--- src/rtl/core/rcsfp_pkg.sv ---
// Shared types, codes and constants of the RC servo frame parser.
// No dependencies; imported by every module of the block.
package rcsfp_pkg;

    // Fixed field widths
    localparam int BYTE_W     = 8;
    localparam int WORD_W     = 16;
    localparam int SCALED_W   = 10;
    localparam int TIME_W     = 16;
    localparam int CFG_IDX_W  = 1;
    localparam int CFG_DATA_W = 16;
    // Wide enough for the largest supported channel count
    localparam int CELL_IDX_W = 5;

    // Frame header
    localparam logic [BYTE_W-1:0] HDR_FIRST  = 8'h20;
    localparam logic [BYTE_W-1:0] HDR_SECOND = 8'h40;

    // Per-mille scaling
    localparam logic [WORD_W-1:0]   SCALE_BASE = 16'd1000;
    localparam logic [WORD_W-1:0]   SCALE_TOP  = 16'd2000;
    localparam logic [SCALED_W-1:0] SCALE_SPAN = 10'd1000;

    localparam logic [TIME_W-1:0] IDLE_MAX = 16'hFFFF;

    // Configuration register reset values
    localparam logic [TIME_W-1:0] DISCONNECT_RESET = 16'd100;
    localparam logic [TIME_W-1:0] RESYNC_RESET     = 16'd10;

    // Item kinds
    localparam logic OP_BYTE = 1'b0;
    localparam logic OP_TICK = 1'b1;

    // Result kinds
    localparam logic KIND_CHANNEL = 1'b0;
    localparam logic KIND_STATUS  = 1'b1;

    // Register indexes
    typedef enum logic [CFG_IDX_W-1:0] {
        REG_DISCONNECT = 1'b0,
        REG_RESYNC     = 1'b1
    } cfg_reg_t;

    // One completed channel word heading for the cell row
    typedef struct packed {
        logic                  valid;
        logic [CELL_IDX_W-1:0] idx;
        logic [WORD_W-1:0]     data;
    } word_wr_t;

    // Events raised by the framer for one accepted item
    typedef struct packed {
        word_wr_t word;
        logic     frame_done;
        logic     link_lost;
    } frm_evt_t;

    // Raw minus base, clamped to 0..span
    function automatic logic [SCALED_W-1:0] scale_raw(input logic [WORD_W-1:0] raw);
        logic [WORD_W-1:0] diff;
        diff = raw - SCALE_BASE;
        if (raw <= SCALE_BASE) begin
            return '0;
        end else if (raw >= SCALE_TOP) begin
            return SCALE_SPAN;
        end else begin
            return diff[SCALED_W-1:0];
        end
    endfunction

endpackage

--- src/rtl/core/rcsfp_cell.sv ---
// One channel cell of the word row: holds one channel word.
// Depends on rcsfp_pkg for the word write type.
module rcsfp_cell
    import rcsfp_pkg::*;
#(
    parameter int CELL_ID = 0
) (
    input  logic              aclk,
    input  word_wr_t          word_wr,
    input  logic              shift_en,
    input  logic [WORD_W-1:0] nbr_word,
    output logic [WORD_W-1:0] word
);

    logic [WORD_W-1:0] word_reg;
    logic [WORD_W-1:0] word_next;

    always_comb begin
        word_next = word_reg;
        if (shift_en) begin
            word_next = nbr_word;
        end else if (word_wr.valid && (word_wr.idx == CELL_IDX_W'(CELL_ID))) begin
            word_next = word_wr.data;
        end
    end

    always_ff @(posedge aclk) begin
        word_reg <= word_next;
    end

    assign word = word_reg;

endmodule

--- src/rtl/core/rcsfp_framer.sv ---
// Header hunt, byte gathering, idle timing and link state of the parser.
// Depends on rcsfp_pkg; owns the two configuration registers.
module rcsfp_framer
    import rcsfp_pkg::*;
#(
    parameter int FRAME_BYTES   = 32,
    parameter int CHANNEL_COUNT = 14
) (
    input  logic                  aclk,
    input  logic                  aresetn,
    input  logic                  cfg_wr_en,
    input  logic [CFG_IDX_W-1:0]  cfg_index,
    input  logic [CFG_DATA_W-1:0] cfg_wr_data,
    input  logic                  accept,
    input  logic                  op,
    input  logic [BYTE_W-1:0]     data_byte,
    output frm_evt_t              evt
);

    localparam int POS_W = $clog2(FRAME_BYTES + 1);
    localparam int CMP_W = 8;

    typedef enum logic [2:0] {
        PH_HUNT   = 3'b001,
        PH_SECOND = 3'b010,
        PH_BODY   = 3'b100
    } phase_t;

    phase_t              phase_reg, phase_next;
    logic [POS_W-1:0]    pos_reg, pos_next;
    logic [BYTE_W-1:0]   low_reg, low_next;
    logic                link_reg, link_next;
    logic [TIME_W-1:0]   idle_reg, idle_next;
    logic [TIME_W-1:0]   disc_reg, disc_next;
    logic [TIME_W-1:0]   resync_reg, resync_next;

    logic [POS_W-1:0]    off;
    logic [POS_W-1:0]    pos_inc;
    logic [CMP_W-1:0]    ch;
    logic [TIME_W-1:0]   idle_inc;

    assign off      = pos_reg - POS_W'(2);
    assign pos_inc  = pos_reg + POS_W'(1);
    assign ch       = CMP_W'(off >> 1);
    assign idle_inc = (idle_reg == IDLE_MAX) ? idle_reg : idle_reg + TIME_W'(1);

    always_comb begin
        disc_next   = disc_reg;
        resync_next = resync_reg;
        if (cfg_wr_en) begin
            unique case (cfg_index)
                REG_DISCONNECT: disc_next   = cfg_wr_data;
                REG_RESYNC:     resync_next = cfg_wr_data;
                default:        ;
            endcase
        end
    end

    always_comb begin
        phase_next = phase_reg;
        pos_next   = pos_reg;
        low_next   = low_reg;
        link_next  = link_reg;
        idle_next  = idle_reg;
        evt        = '0;
        evt.word.data = {data_byte, low_reg};
        evt.word.idx  = CELL_IDX_W'(ch);

        if (accept && (op == OP_TICK)) begin
            idle_next = idle_inc;
            // abandon a partial frame
            if (idle_inc > resync_reg) begin
                phase_next = PH_HUNT;
                pos_next   = '0;
            end
            // drop the link once
            if ((idle_inc > disc_reg) && link_reg) begin
                link_next     = 1'b0;
                evt.link_lost = 1'b1;
            end
        end else if (accept) begin
            idle_next = '0;
            unique case (phase_reg)
                PH_SECOND: begin
                    if (data_byte == HDR_SECOND) begin
                        phase_next = PH_BODY;
                        pos_next   = POS_W'(2);
                    end else begin
                        phase_next = PH_HUNT;
                    end
                end
                PH_BODY: begin
                    if (!off[0]) begin
                        low_next = data_byte;
                    end else if (ch < CMP_W'(CHANNEL_COUNT)) begin
                        evt.word.valid = 1'b1;
                    end
                    if (pos_inc == POS_W'(FRAME_BYTES)) begin
                        link_next      = 1'b1;
                        phase_next     = PH_HUNT;
                        pos_next       = '0;
                        evt.frame_done = 1'b1;
                    end else begin
                        pos_next = pos_inc;
                    end
                end
                default: begin
                    phase_next = PH_HUNT;
                    if (data_byte == HDR_FIRST) begin
                        phase_next = PH_SECOND;
                        pos_next   = POS_W'(1);
                    end
                end
            endcase
        end
    end

    always_ff @(posedge aclk) begin
        if (!aresetn) begin
            phase_reg  <= PH_HUNT;
            pos_reg    <= '0;
            low_reg    <= '0;
            link_reg   <= 1'b0;
            idle_reg   <= '0;
            disc_reg   <= DISCONNECT_RESET;
            resync_reg <= RESYNC_RESET;
        end else begin
            phase_reg  <= phase_next;
            pos_reg    <= pos_next;
            low_reg    <= low_next;
            link_reg   <= link_next;
            idle_reg   <= idle_next;
            disc_reg   <= disc_next;
            resync_reg <= resync_next;
        end
    end

endmodule

--- src/rtl/core/rc_servo_frame_parser.sv ---
// Top level of the RC servo frame parser: framer, channel cell row, result register.
// Depends on rcsfp_pkg, rcsfp_framer and rcsfp_cell.
//
//  channel | ports                         | direction | transfer when
//  --------+-------------------------------+-----------+-------------------------
//  input   | s_valid s_ready s_op s_data.. | in        | s_valid && s_ready
//  result  | m_valid m_ready m_kind ...    | out       | m_valid && m_ready
//  config  | cfg_wr_en cfg_index cfg_wr_d  | in        | cfg_wr_en
//
//  Cycles: one byte or tick is taken per cycle while s_ready is high.
//  A completed frame unloads CHANNEL_COUNT results, one per cycle at best,
//  by rotating the cell row into the result register; s_ready stays low
//  until the last of them is loaded.
//  s_ready also stays low while a result sits unread in the result register.
//  Reset (aresetn, synchronous, active low) clears framing, link state, idle
//  time and restores the timeout registers; channel words are not cleared.
module rc_servo_frame_parser
    import rcsfp_pkg::*;
#(
    parameter int FRAME_BYTES   = 32,
    parameter int CHANNEL_COUNT = 14
) (
    input  logic                  aclk,
    input  logic                  aresetn,
    // configuration
    input  logic                  cfg_wr_en,
    input  logic [CFG_IDX_W-1:0]  cfg_index,
    input  logic [CFG_DATA_W-1:0] cfg_wr_data,
    // input items
    input  logic                  s_valid,
    output logic                  s_ready,
    input  logic                  s_op,
    input  logic [BYTE_W-1:0]     s_data_byte,
    // results
    output logic                  m_valid,
    input  logic                  m_ready,
    output logic                  m_kind,
    output logic [((CHANNEL_COUNT > 16) ? 5 : 4)-1:0] m_channel_index,
    output logic [WORD_W-1:0]     m_raw_value,
    output logic [SCALED_W-1:0]   m_scaled_value,
    output logic                  m_link_up,
    output logic                  m_last
);

    localparam int IDX_W = (CHANNEL_COUNT > 16) ? 5 : 4;

    frm_evt_t             evt;
    logic                 accept;
    logic                 load;

    logic                 busy_reg, busy_next;
    logic [CELL_IDX_W-1:0] cnt_reg, cnt_next;
    logic                 cnt_last;

    logic                 m_valid_reg, m_valid_next;
    logic                 m_kind_reg, m_kind_next;
    logic [IDX_W-1:0]     m_idx_reg, m_idx_next;
    logic [WORD_W-1:0]    m_raw_reg, m_raw_next;
    logic [SCALED_W-1:0]  m_scaled_reg, m_scaled_next;
    logic                 m_up_reg, m_up_next;
    logic                 m_last_reg, m_last_next;

    logic [WORD_W-1:0]    cell_word [CHANNEL_COUNT];

    // Take an item only with no run in progress and room in the result register
    assign s_ready = !busy_reg && (!m_valid_reg || m_ready);
    assign accept  = s_valid && s_ready;

    rcsfp_framer #(
        .FRAME_BYTES   (FRAME_BYTES),
        .CHANNEL_COUNT (CHANNEL_COUNT)
    ) u_framer (
        .aclk        (aclk),
        .aresetn     (aresetn),
        .cfg_wr_en   (cfg_wr_en),
        .cfg_index   (cfg_index),
        .cfg_wr_data (cfg_wr_data),
        .accept      (accept),
        .op          (s_op),
        .data_byte   (s_data_byte),
        .evt         (evt)
    );

    // Advance the row by one cell per loaded result; after a full run it is back in place
    assign load     = busy_reg && (!m_valid_reg || m_ready);
    assign cnt_last = (cnt_reg == CELL_IDX_W'(CHANNEL_COUNT - 1));

    for (genvar i = 0; i < CHANNEL_COUNT; i++) begin : g_cell
        localparam int NEXT = (i + 1) % CHANNEL_COUNT;
        rcsfp_cell #(
            .CELL_ID (i)
        ) u_cell (
            .aclk     (aclk),
            .word_wr  (evt.word),
            .shift_en (load),
            .nbr_word (cell_word[NEXT]),
            .word     (cell_word[i])
        );
    end

    always_comb begin
        busy_next     = busy_reg;
        cnt_next      = cnt_reg;
        m_valid_next  = m_valid_reg;
        m_kind_next   = m_kind_reg;
        m_idx_next    = m_idx_reg;
        m_raw_next    = m_raw_reg;
        m_scaled_next = m_scaled_reg;
        m_up_next     = m_up_reg;
        m_last_next   = m_last_reg;

        if (m_ready) begin
            m_valid_next = 1'b0;
        end

        if (load) begin
            // channel result straight from the head cell
            m_valid_next  = 1'b1;
            m_kind_next   = KIND_CHANNEL;
            m_idx_next    = IDX_W'(cnt_reg);
            m_raw_next    = cell_word[0];
            m_scaled_next = scale_raw(cell_word[0]);
            m_up_next     = 1'b1;
            m_last_next   = cnt_last;
            cnt_next      = cnt_reg + CELL_IDX_W'(1);
            if (cnt_last) begin
                busy_next = 1'b0;
            end
        end else if (evt.link_lost) begin
            // single status result
            m_valid_next  = 1'b1;
            m_kind_next   = KIND_STATUS;
            m_idx_next    = '0;
            m_raw_next    = '0;
            m_scaled_next = '0;
            m_up_next     = 1'b0;
            m_last_next   = 1'b1;
        end

        if (evt.frame_done) begin
            busy_next = 1'b1;
            cnt_next  = '0;
        end
    end

    always_ff @(posedge aclk) begin
        if (!aresetn) begin
            busy_reg    <= 1'b0;
            cnt_reg     <= '0;
            m_valid_reg <= 1'b0;
        end else begin
            busy_reg    <= busy_next;
            cnt_reg     <= cnt_next;
            m_valid_reg <= m_valid_next;
        end
    end

    // Hold payload; no reset needed
    always_ff @(posedge aclk) begin
        m_kind_reg   <= m_kind_next;
        m_idx_reg    <= m_idx_next;
        m_raw_reg    <= m_raw_next;
        m_scaled_reg <= m_scaled_next;
        m_up_reg     <= m_up_next;
        m_last_reg   <= m_last_next;
    end

    assign m_valid         = m_valid_reg;
    assign m_kind          = m_kind_reg;
    assign m_channel_index = m_idx_reg;
    assign m_raw_value     = m_raw_reg;
    assign m_scaled_value  = m_scaled_reg;
    assign m_link_up       = m_up_reg;
    assign m_last          = m_last_reg;

endmodule

--- config.mk ---
export PLATFORM = sky130hd
export DESIGN_NAME = rc_servo_frame_parser
export DESIGN_NICKNAME = d
export VERILOG_FILES = /design/src/rtl/core/rcsfp_pkg.sv /design/src/rtl/core/rcsfp_cell.sv /design/src/rtl/core/rcsfp_framer.sv /design/src/rtl/core/rc_servo_frame_parser.sv
export SDC_FILE = /design/constraint.sdc
export NUM_CORES = 1
export LEC_CHECK = 0
export ABC_AREA = 0
export BUFFER_PORTS_ARGS = -buffer_cell sky130_fd_sc_hd__buf_2
export CORE_MARGIN = 1
export CORE_UTILIZATION = 40
export CTS_BUF_LIST = sky130_fd_sc_hd__clkbuf_8
export CTS_CLUSTER_SIZE = 25
export DETAILED_ROUTE_END_ITERATION = 10
export GPL_TIMING_DRIVEN = 0
export SETUP_SLACK_MARGIN = 0.15
export SLEW_MARGIN = 5
export SYNTH_ARGS = -nofsm -noshare
export SYNTH_HDL_FRONTEND = slang
export SYNTH_HIERARCHICAL = 1
export SYNTH_SLANG_ARGS = --single-unit
--- constraint.sdc ---
create_clock -name aclk -period 4.17 [get_ports aclk]
set_clock_uncertainty 0.05 [all_clocks]
set_input_delay 0.6255 -clock aclk [delete_from_list [all_inputs] [get_ports aclk]]
set_output_delay 0.6255 -clock aclk [all_outputs]
set_load 0.02 [all_outputs]
==> metrics.log <==
[metrics] cell with the most instances after synthesis: sky130_fd_sc_hd__edfxtp_1
[metrics] crit share post-route: 0.909
[metrics] combinational fraction of design power: 0.037
[metrics] Port Buffers: 65
[metrics] sinks on the clock net: 330
[metrics] number of synthesized flops with an enable pin: 255
[metrics] Yosys Warn Count: 6
[metrics] RSZ-0062 raised after global routing: no
[metrics] class of the worst hold path: input pin to flip-flop
[metrics] clock share of power: 0.417
[metrics] multi-input combinational cell area: 6480 um2
[metrics] initial standard-cell utilization of the core: 0.410
[metrics] initial antenna violation count: 1
[metrics] synth unique cells: 73
[metrics] total of fill cells in the finished design: 3,597
[metrics] Synth Flop Type: sky130_fd_sc_hd__edfxtp_1
[metrics] number of global-route vias before repair: 9,845
[metrics] CTS tree: done
[metrics] top area cells in the synthesized netlist: sky130_fd_sc_hd__edfxtp_1 46%, sky130_fd_sc_hd__mux2_4 12%, sky130_fd_sc_hd__dfxtp_1 9.1%, sky130_fd_sc_hd__mux2_2 6.8%, sky130_fd_sc_hd__ha_1 3.0%
[metrics] die footprint: 42,000 um2
[metrics] die extent in y: 205 um
[metrics] Avg Cell Area, Syn: 13.8 um2
[metrics] drt first-iter violations: 533
[metrics] final setup violating endpoints: 0
[metrics] maximum ir drop on the vdd rail: 0.000206 V
[metrics] type of the worst setup path: flip-flop to flip-flop
[metrics] final hold viol count: 0
[metrics] leak pwr: 0.00708 uW
[metrics] number of cells in the finished layout apart from fillers: 1,892
[metrics] number of iterations in the first detailed-routing pass: 7
[metrics] CP Data Required Time: 4.50 ns
[metrics] hold buffer count at CTS: 0
[metrics] net switching share of the total power: 0.230
[metrics] total power divided by cell area: 348 nW/um2
[metrics] fraction of post-synthesis cell area in the top cell type by area: 0.465
[metrics] average wire length per cell after detail routing: 19.2 um
[metrics] netlist area before placement: 16,500 um2
[metrics] Post-Synthesis Cells: 1,192
[metrics] design internal power: 4990 uW
[metrics] worst skew pair latency: 0.66 ns
[metrics] Die X-Extent: 205 um
[metrics] category of the worst setup path capture point: flip-flop
[metrics] Critical Path Source Type: flip-flop
[metrics] adder-cell share of the synthesized area: 0.0304
[metrics] slew at the pin closest to its max-slew limit: 0.949 ns
[metrics] maximum root-to-sink buffer count: 3
[metrics] Flop pwr share: 0.546
[metrics] placeable core area: 40,200 um2
[metrics] DRC viols: 0
[metrics] HPWL after detailed placement: 24,200 um
[metrics] proportion of synthesized flip-flops having asynchronous set or reset: 0
[metrics] largest family of logic cells by synthesized area: multiplexers
[metrics] ant diodes: 0
[metrics] Synth area leader: sky130_fd_sc_hd__edfxtp_1
[metrics] antenna viol nets, final: 0
[metrics] Total Wirelength: 36,400 um
[metrics] post-synthesis sequential element count: 330
[metrics] Clk Tree Root Cell: sky130_fd_sc_hd__clkbuf_8
[metrics] Num CTS Buffers: 57
[metrics] GPL Wtd Cong: 0.835
[metrics] synthesized-area fraction occupied by and/or/nand/nor cells: 0.0935
[metrics] maximum operating frequency: 264 MHz
[metrics] Psw: 1490 uW
[metrics] Via density: 5.21
[metrics] flip-flop count of the largest register after layout: 224
[metrics] Std-Cell Rows: 73
[metrics] run status: finished, final reports clean
[metrics] I/O pin count: 66
[metrics] clock slew at reported path FFs: 0.06 ns
[metrics] Slew Limit Headroom: 0.367
[metrics] H-tree depth: 2
[metrics] Synth Area in Compound Gates: 0.0632
[metrics] area share of xor/xnor cells in the synthesized design: 0.0122
[metrics] number of violations of the max-capacitance limit: 0
[metrics] data arrival time of the worst path: 4.12 ns
[metrics] largest net degree at the start of global routing: 24
[metrics] smallest hold slack: 0.189 ns
[metrics] Area Growth Syn to Fin: 13.1%
[metrics] routed vias: 9,863
[metrics] most frequent cells after synthesis: 255 x sky130_fd_sc_hd__edfxtp_1, 127 x sky130_fd_sc_hd__mux2_4, 100 x sky130_fd_sc_hd__mux2_2, 95 x sky130_fd_sc_hd__nand2_1, 75 x sky130_fd_sc_hd__dfxtp_1
[metrics] Total Nets Final: 1,396
[metrics] area taken by flip-flops and latches: 9160 um2
[metrics] Placed Instances: 1,782
[metrics] grt ovf: 0
[metrics] sequential fraction of the synthesis area: 0.556
[metrics] Pins Over Slew Limit: 0
[metrics] time the final worst path needs with I/O delays and setup: 3.79 ns
[metrics] proportion of layout cells with a drive suffix above 1: 0.332
[metrics] first-pass GRT wire length: 56,300 um
[metrics] synthesized net count: 1,263
[metrics] Global Route Usage Sum: 0.177
[metrics] mux share of post-synthesis cell area: 0.190
[metrics] Worst Path Max Fanout: 8
## cells by family after synthesis
logic type | Yosys count
AND/OR/NAND/NOR | 288
flip-flops | 330
buffers and inverters | 130
XOR/XNOR | 23
multiplexers | 236
AO/OA/AOI/OAI | 145
adder cells (fa/ha/maj) | 40
## area by class of cell
type                       count  area share
timing repair buffer          71      0.0206
buffer                        76      0.0381
tap                          525      0.0353
clock buffer                  61      0.0451
clock inverter                40      0.0103
multi-input combinational    735       0.348
sequential                   330       0.492
inverter                      54      0.0109
## timing repair
action | in CTS | in global routing
cloned | 1 | 2
buffers inserted | 1 | 5
pin swaps | 1 | 3
resized for setup | 5 | 5
endpoints found under the setup margin | 239 | 69
## stage by stage
stage	area [um2]	util	total power, uW	setup TNS [ns]	worst slack, ns
3_5_place_dp	17500	0.435	3850	-87.62	-0.685
6_report	18600	0.464	6480	0	0.379
4_1_cts	18600	0.462	6570	0	0.159
2_1_floorplan	16500	-	3760	0	0.352
3_3_place_gp	17500	0.435	3840	-79.33	-0.684
5_1_grt	18600	0.464	6740	0	0.171
## path summary, 6_finish.rpt
path	from	endpoint	slack [ns]	cells past startpoint
min	cfg_wr_data[3]	u_framer/resync_reg[3]$_SDFFE_PN1P_	0.19	3
max	u_framer/idle_reg[8]$_SDFFE_PN0N_	m_raw_value[5]$_SDFFCE_PP0P_	0.38	13
max reg2reg	u_framer/idle_reg[8]$_SDFFE_PN0N_	m_raw_value[5]$_SDFFCE_PP0P_	0.38	13
min reg2reg	m_link_up$_SDFFE_PN1P_	m_link_up$_SDFFE_PN1P_	0.41	1
## worst max-delay path, stage by stage (launching register included)
cell and delay, ns:
sky130_fd_sc_hd__dfxtp_1 0.41, sky130_fd_sc_hd__and3_1 0.21, sky130_fd_sc_hd__buf_6 0.12, sky130_fd_sc_hd__nand4_1 0.15, sky130_fd_sc_hd__nor3_2 0.27, sky130_fd_sc_hd__nand3_1 0.15, sky130_fd_sc_hd__mux2_2 0.33, sky130_fd_sc_hd__ha_1 0.30
sky130_fd_sc_hd__nand4_1 0.14, sky130_fd_sc_hd__nor2_1 0.18, sky130_fd_sc_hd__nand3_1 0.17, sky130_fd_sc_hd__or3_1 0.39, sky130_fd_sc_hd__o2111a_2 0.24, sky130_fd_sc_hd__or2_2 0.41
## power by group through the flow
| stage | clock network (uW) | registers, uW | logic [uW] |
|---|---|---|---|
| 3_5_place_dp | 0 | 3610 | 240 |
| 6_report | 2700 | 3540 | 242 |
| 4_1_cts | 2790 | 3540 | 243 |
| 2_1_floorplan | 0 | 3610 | 153 |
| 3_3_place_gp | 0 | 3610 | 237 |
| 5_1_grt | 2930 | 3540 | 268 |
## per-layer routing
layer,GRT usage,part of all wire
met1,0.236,0.46
met3,0.0445,0.061
met5,0,0.00030
met2,0.270,0.44
met4,0.0772,0.035
## placed cells by master, fill, tap and decap left out, types with 7 or more instances in the layout
cell type and instances:
sky130_fd_sc_hd__clkbuf_1 24, sky130_fd_sc_hd__a31o_2 10, sky130_fd_sc_hd__mux2_4 127, sky130_fd_sc_hd__a21boi_0 31, sky130_fd_sc_hd__buf_4 18, sky130_fd_sc_hd__inv_1 77, sky130_fd_sc_hd__mux2_2 100, sky130_fd_sc_hd__xor2_1 9
sky130_fd_sc_hd__nor4bb_1 9, sky130_fd_sc_hd__buf_6 19, sky130_fd_sc_hd__nor2b_1 18, sky130_fd_sc_hd__buf_12 15, sky130_fd_sc_hd__o211ai_1 12, sky130_fd_sc_hd__and2_1 7, sky130_fd_sc_hd__a21oi_1 24, sky130_fd_sc_hd__nand2_1 95
sky130_fd_sc_hd__and3_1 25, sky130_fd_sc_hd__mux2i_1 9, sky130_fd_sc_hd__nor2_1 34, sky130_fd_sc_hd__nand4_1 12, sky130_fd_sc_hd__dfxtp_1 74, sky130_fd_sc_hd__nand3_1 30, sky130_fd_sc_hd__clkbuf_8 61, sky130_fd_sc_hd__clkinv_1 8
sky130_fd_sc_hd__a21o_1 7, sky130_fd_sc_hd__ha_1 40, sky130_fd_sc_hd__edfxtp_1 255, sky130_fd_sc_hd__xnor2_1 14, sky130_fd_sc_hd__nor3_1 10, sky130_fd_sc_hd__o21ai_0 15, sky130_fd_sc_hd__buf_2 69
Note: power is estimated with default switching activity, not from simulation.
